<file path="src/hdl/shell_weighted_noise_accumulate_assert.svh">
// assertion macros for the shell weighted noise accumulator
`ifndef SHELL_WEIGHTED_NOISE_ACCUMULATE_ASSERT_SVH
`define SHELL_WEIGHTED_NOISE_ACCUMULATE_ASSERT_SVH

`ifndef NO_ASSERTIONS

// expression must never hold out of reset
`define SWNA_ASSERT_NEVER(lbl, clk, rst_n, expr) \
    lbl: assert property (@(posedge clk) disable iff (!(rst_n)) !(expr)) \
        else $error("swna: forbidden condition seen");

// same-cycle implication
`define SWNA_ASSERT_IMPLIES(lbl, clk, rst_n, ante, cons) \
    lbl: assert property (@(posedge clk) disable iff (!(rst_n)) (ante) |-> (cons)) \
        else $error("swna: implication failed");

// next-cycle implication
`define SWNA_ASSERT_NEXT(lbl, clk, rst_n, ante, cons) \
    lbl: assert property (@(posedge clk) disable iff (!(rst_n)) (ante) |=> (cons)) \
        else $error("swna: next-cycle implication failed");

`else

`define SWNA_ASSERT_NEVER(lbl, clk, rst_n, expr)
`define SWNA_ASSERT_IMPLIES(lbl, clk, rst_n, ante, cons)
`define SWNA_ASSERT_NEXT(lbl, clk, rst_n, ante, cons)

`endif

`endif

</file>
<file path="src/hdl/swna_pkg.sv">
// shared types and constants of the shell weighted noise accumulator
package swna_pkg;

    localparam int unsigned PIX_W   = 16;
    localparam int unsigned SHELL_W = 9;
    localparam int unsigned NUM_W   = 8;
    localparam int unsigned SIU_W   = 9;
    localparam int unsigned ACC_W   = 63;
    localparam int unsigned INC_W   = 35;

    localparam logic [SIU_W-1:0] SIU_RESET = 9'd256;
    localparam logic [ACC_W-1:0] ACC_MAX   = {ACC_W{1'b1}};

    localparam logic ACT_ACCUM = 1'b0;
    localparam logic ACT_READ  = 1'b1;

    // pixel operands handed to the arithmetic pipeline
    typedef struct packed {
        logic signed [PIX_W-1:0] image_real;
        logic signed [PIX_W-1:0] image_imag;
        logic signed [PIX_W-1:0] proj_real;
        logic signed [PIX_W-1:0] proj_imag;
        logic signed [PIX_W-1:0] ctf_factor;
        logic [PIX_W-1:0]        pixel_weight;
    } t_pix;

    typedef enum logic [6:0] {
        S_CLEAR = 7'b0000001,
        S_IDLE  = 7'b0000010,
        S_MUL   = 7'b0000100,
        S_SQR   = 7'b0001000,
        S_SUM   = 7'b0010000,
        S_UPD   = 7'b0100000,
        S_READ  = 7'b1000000
    } t_state;

endpackage

</file>
<file path="src/hdl/swna_math.sv">
// four-stage residual power and weight pipeline
module swna_math (
    input  logic                              i_clk,
    input  swna_pkg::t_pix                    i_pix,
    output logic [swna_pkg::INC_W-1:0]        o_incr
);
    import swna_pkg::*;

    logic signed [PIX_W-1:0]   ctf;
    logic signed [PIX_W-1:0]   pre;
    logic signed [PIX_W-1:0]   pim;
    logic signed [2*PIX_W-1:0] prod_re;
    logic signed [2*PIX_W-1:0] prod_im;

    logic signed [2*PIX_W-1:0] r_prod_re;
    logic signed [2*PIX_W-1:0] r_prod_im;
    logic [PIX_W-1:0]          r_img_re;
    logic [PIX_W-1:0]          r_img_im;
    logic [PIX_W-1:0]          r_w1;

    logic signed [18:0]        d_re;
    logic signed [18:0]        d_im;
    logic signed [37:0]        sq_re;
    logic signed [37:0]        sq_im;
    logic [33:0]               r_sq_re;
    logic [33:0]               r_sq_im;
    logic [PIX_W-1:0]          r_w2;

    logic [INC_W-1:0]          r_mag;
    logic [PIX_W-1:0]          r_w3;
    logic [INC_W+PIX_W-1:0]    wprod;
    logic [INC_W-1:0]          r_incr;

    assign ctf     = i_pix.ctf_factor;
    assign pre     = i_pix.proj_real;
    assign pim     = i_pix.proj_imag;
    assign prod_re = 32'(ctf) * 32'(pre);
    assign prod_im = 32'(ctf) * 32'(pim);

    // floor of product / 2^14 minus image, in 19 bits
    assign d_re = {r_prod_re[31], r_prod_re[31:14]}
                - {{3{r_img_re[15]}}, r_img_re};
    assign d_im = {r_prod_im[31], r_prod_im[31:14]}
                - {{3{r_img_im[15]}}, r_img_im};
    assign sq_re = 38'(d_re) * 38'(d_re);
    assign sq_im = 38'(d_im) * 38'(d_im);

    assign wprod = (INC_W+PIX_W)'(r_mag) * (INC_W+PIX_W)'(r_w3);

    always_ff @(posedge i_clk) begin
        r_prod_re <= prod_re;
        r_prod_im <= prod_im;
        r_img_re  <= i_pix.image_real;
        r_img_im  <= i_pix.image_imag;
        r_w1      <= i_pix.pixel_weight;

        r_sq_re   <= sq_re[33:0];
        r_sq_im   <= sq_im[33:0];
        r_w2      <= r_w1;

        r_mag     <= {1'b0, r_sq_re} + {1'b0, r_sq_im};
        r_w3      <= r_w2;

        r_incr    <= wprod[INC_W+PIX_W-1:PIX_W];
    end

    assign o_incr = r_incr;

endmodule

</file>
<file path="config.mk">
export PLATFORM = sky130hd
export DESIGN_NAME = swna_math
export DESIGN_NICKNAME = d
export VERILOG_FILES = /design/src/hdl/shell_weighted_noise_accumulate_assert.svh /design/src/hdl/swna_pkg.sv /design/src/hdl/swna_math.sv
export SDC_FILE = /design/constraint.sdc
export NUM_CORES = 2
export LEC_CHECK = 0
export ABC_AREA = 1
export BUFFER_PORTS_ARGS = -buffer_cell sky130_fd_sc_hd__buf_2
export CAP_MARGIN = 20
export CORE_ASPECT_RATIO = 0.75
export CORE_UTILIZATION = 67
export DETAILED_ROUTE_END_ITERATION = 12
export GPL_TIMING_DRIVEN = 0
export PLACE_DENSITY = 0.84
export SYNTH_ARGS = -nofsm -noshare
export SYNTH_HDL_FRONTEND = slang
export SYNTH_SLANG_ARGS = --single-unit
</file>
<file path="constraint.sdc">
create_clock -name i_clk -period 8.96 [get_ports i_clk]
set_input_delay 1.344 -clock i_clk [delete_from_list [all_inputs] [get_ports i_clk]]
set_output_delay 1.344 -clock i_clk [all_outputs]
set_load 0.1 [all_outputs]
</file>
Word level (Yosys, flattened, before mapping). Index checks and enable logic that the tools add are counted.

Input port bits: 97. Flip-flop bits (word level): 282. Memories kept: 0. Bits in latches: 0. Memory bits (writable): 0. Memory bits (read-only): 0.

Equality and inequality tests: 0. Div/mod/pow operators: 0. Add/subtract/negate cells: 3. Reductions and logical operators: 0. Muxes and demuxes: 0. Magnitude comparators: 0. Shifts and indexed selects: 0. Bitwise logic cells: 0. Multipliers: 5.

Operators with widths (count): $mul 19x19->34 (2); $mul 16x16->32 (2); $mul 35x16->51 (1); $sub 18x16->19 (2); $add 34x34->35 (1).

Longest topological paths before layout.
Depth in word-level cells: 2. Gate-level depth with buffers: 43.

Least setup slack after synthesis. OpenSTA, ideal clock, no wires.

Kind: register -> register. Start: register r_prod_im[14]. End: register r_sq_im[30]. Stages on the path, launching flop included: 37. Required time: 8.848 ns. Data arrival time: 7.078 ns. Path slack: 1.770 ns. Path buffers: 0. Cells stage by stage: dfxtp_1 inv_1 ha_1 fa_1 inv_1 nand3_1 nand2_1 nand2_1 nand2_2 a21oi_2 o21ai_1 xor2_1 inv_2 nor2_1 inv_1 fa_1 fa_1 fa_1 inv_1 fa_1 fa_1 fa_1 inv_1 fa_1 inv_1 ha_1 nand2_1 nor2_1 inv_1 nor2_1 a21oi_1 o21ai_0 nand2_1 nand2_1 nand3_1 nand3_1 nand2_1.

Word-level cells in the longest chain between the ends: 2.

Ends and longest elaborated chain: from (decl) (RTL line swna_math.sv:16) `logic signed [2*PIX_W-1:0] r_prod_im;`; from (signal assigned) (RTL line swna_math.sv:52) `r_prod_im <= prod_im;`; $sub 18x16->19 (RTL line swna_math.sv:44) `- {{3{r_img_im[15]}}, r_img_im};`; $mul 19x19->34 (RTL line swna_math.sv:46) `assign sq_im = 38'(d_im) * 38'(d_im);`; named net sq_im[30] (RTL line swna_math.sv:24) `logic signed [37:0] sq_im;`; to (signal assigned) (RTL line swna_math.sv:58) `r_sq_im <= sq_im[33:0];`; to (decl) (RTL line swna_math.sv:26) `logic [33:0] r_sq_im;`.

The timed path passes the listed nets, and every way through them passes these cells.

Worst setup path in the final report.
Start: register r_prod_re[14]. End: register r_sq_re[33].

Word-level cells in the longest chain between the ends: 2.

Ends and longest elaborated chain: from (decl) (RTL line swna_math.sv:15) `logic signed [2*PIX_W-1:0] r_prod_re;`; from (signal assigned) (RTL line swna_math.sv:51) `r_prod_re <= prod_re;`; $sub 18x16->19 (RTL line swna_math.sv:42) `- {{3{r_img_re[15]}}, r_img_re};`; $mul 19x19->34 (RTL line swna_math.sv:45) `assign sq_re = 38'(d_re) * 38'(d_re);`; named net sq_re[33] (RTL line swna_math.sv:23) `logic signed [37:0] sq_re;`; to (signal assigned) (RTL line swna_math.sv:57) `r_sq_re <= sq_re[33:0];`; to (decl) (RTL line swna_math.sv:25) `logic [33:0] r_sq_re;`.

The timed path passes the listed nets, and every way through them passes these cells.

==> results by group <==
Synthesis
  • Largest family of logic cells by synthesized area: adder cells
  • Share of the synthesized area in the top cell type: 46.03%
  • #FFs+latches synth: 252
  • Count leader, synth: inv_1
  • Synth Area in Adders: 56.15%
  • Unique masters post-synth: 54
  • XOR/XNOR share of the synthesized area: 2.806%
  • Seq/Total Area, Yosys: 7.286%
  • Mean Syn Cell Area: 8.239 um2
  • Synth cell count leaders: inv_1, nand2_1, fa_1, ha_1, nor2_1
  • Post-synth ARST share: 0%
  • Post-synthesis mux area share: 0%
  • Yosys Warn Count: 0
  • Post-synth EDFFs: 0
  • Post-synthesis cell count: 8404
  • Post-Syn Area: 0.06924 mm2
  • Post-synth top area cell: fa_1
  • Synth Area in Compound Gates: 4.565%
  • Synth Area in Simple Gates: 14.29%
  • Syn nets: 10650
  • Prevailing post-synth register cell: dfxtp_1
  • Synth area leaders: fa_1, inv_1, ha_1, nand2_1, dfxtp_1

STA
  • Setup-failing EPs final: 0
  • Tcrit/Tclk final: 96.24%
  • Minimum clock period: 8.623 ns
  • Max-slew headroom: 12.68%
  • Final hold violation count: 0
  • Skew final: 0.02769 ns
  • Fin. max-slew vios: 0
  • FMAX: 0.1160 GHz
  • Slew @ Worst Pin: 1.296 ns

Route
  • Router iterations before antenna repair: 9
  • Iter 0 DRT Violations: 5738
  • Wirelength per Cell: 21.20 um
  • Drt drc: 0
  • Post-route ant nets: 0
  • Drt via density: 5.642
  • Routed vias: 55960
  • Drt total wl: 210.3 mm

Outcome
  • Status: complete, no violations

Layout
  • Post-Layout Cell Count: 9918
  • Fillcell total: 8175
  • Register area: 0.005045 mm2
  • Layout Nets: 10800
  • Area of the multi-input gates: 0.05404 mm2
  • Area growth syn-to-layout: 5.018%
  • Share of cells above drive strength 1: 3.814%

Global routing
  • First-pass GRT wire length: 329.7 mm
  • Largest net degree at the start of global routing: 17
  • Vias in the first global route: 58910
  • Total GRT Usage: 41.63%
  • Initial antenna violation count: 7
  • Grt total ovfl: 0

Worst setup path
  • Max stage delay on crit path: 0.56 ns
  • Critical Path Most Common Cell: nand2_1
  • Critical-path top delay cell: fa_1
  • Worst Path Buf+Inv: 8
  • CP required: 9.39 ns
  • R2R Setup Slk: 0.34 ns
  • CP Launch Type: register
  • Top delay family on crit path: adder cells
  • Worst Path Arrival: 9.05 ns
  • Critical Path End Type: register
  • Worst-path fanout max: 10
  • Setup CP Type: register to register

Flow run
  • Max-Cap Viols: 0

Floorplan
  • Die area: 0.1046 mm2
  • Die height: 280.4 um
  • Initial Util: 67.98%
  • # rows: 101
  • Core area: 0.1019 mm2
  • Die width: 373.2 um
  • Boundary Pins: 132

Placement
  • Post-Place Cells: 9851
  • Detail Placement HPWL: 181.3 mm
  • Number of port buffers: 105
  • Placer Congestion: 1.049

Clock network
  • H-Tree Depth: 1
  • Clock sinks: 252
  • Total CTS buffers: 27
  • Clk_lat worst skew: 0.62 ns
  • Bufs on Longest Clock Path: 3
  • TritonCTS clock tree: built
  • Clock Root Buffer: clkbuf_16
  • Clk slew on worst S/H paths: 0.07 ns

Worst hold path
  • Worst hold path class: register to register
-- area by class of cell --
| class | count | area share (%) |
|---|---|---|
| multi-input combinational | 5421 | 74.31 |
| inverter | 2447 | 12.64 |
| sequential | 252 | 6.938 |
| tap | 1339 | 2.304 |
| buffer | 284 | 1.578 |
| clock buffer | 30 | 0.9859 |
| timing repair buffer | 119 | 0.8844 |
| clock inverter | 20 | 0.3355 |
| antenna | 6 | 0.02065 |
-- sequential cells by signal, indices dropped and copies added, names as in the netlist --
signal,count
o_incr,35
r_prod_im,18
r_w1,16
r_w3,16
r_w2,16
r_img_re,16
r_mag,35
r_sq_im,33
r_prod_re,18
r_sq_re,33
r_img_im,16
-- per-layer routing --
metal	wire length (um)	share of wire, %	GRT usage (%)
met5	123	0.058	0.5522
met4	7735	3.7	12.77
met3	30310	14	14.84
met2	85030	40	58.48
met1	87070	41	60.29
-- metrics by stage --
step	setup slack, ns	cell area (um2)	setup TNS [ns]	hold WS, ns	util, %
after global routing	-0.03925	72710	-0.03925	0.3320	71.38
after floorplan	1.770	69240	0	0.3096	-
after detailed placement	-0.3462	71460	-0.3462	0.3121	70.16
final	0.3368	72720	0	0.3275	71.39
after CTS	0.02120	72450	0	0.3275	71.13
after global placement	-0.2258	71440	-0.2258	0.3095	70.14
-- kinds of logic (layout without fill, tap and decap cells) --
logic type / count (synthesis) / in the layout
flip-flops: 252 / 252
AND/OR/NAND/NOR: 2507 / 2507
adder cells (fa/ha/maj): 2152 / 2152
XOR/XNOR: 212 / 212
AO/OA/AOI/OAI: 550 / 550
buffers and inverters: 2731 / 2900
other: 0 / 6
-- path summary, 6_finish.rpt --
check | startpoint | end | depth (start not counted)
worst min-delay path | r_w1[15] | r_w2[15] | 0
worst max-delay path | r_prod_re[14] | r_sq_re[33] | 37
worst max register to register | r_prod_re[14] | r_sq_re[33] | 37
worst min register to register | r_w1[15] | r_w2[15] | 0
-- layout by cell type (no fill, tap or decap), types with 30 or more instances in the layout --
cell	netlist	layout
inv_1	2407	2404
nand2_1	1780	1778
fa_1	1592	1589
ha_1	560	560
nor2_1	471	465
a21oi_1	258	255
dfxtp_1	252	252
clkbuf_1	249	246
o21ai_0	130	129
nand3_1	128	128
xor2_1	130	126
buf_2	20	122
xnor2_1	72	69
a21o_1	45	45
inv_2	38	40
nor3_1	37	35
nand4_1	30	30
-- repair_timing --
| item | CTS | global route |
|---|---|---|
| pin swaps | 0 | 4 |
| setup endpoints to repair | 2 | 12 |
| hold buffers | 0 | 0 |
| resized for setup | 4 | 41 |
| setup buffers | 0 | 11 |
Power is not shown: default switching activity piles up to over one toggle a cycle in this logic, so the estimate is an artifact.
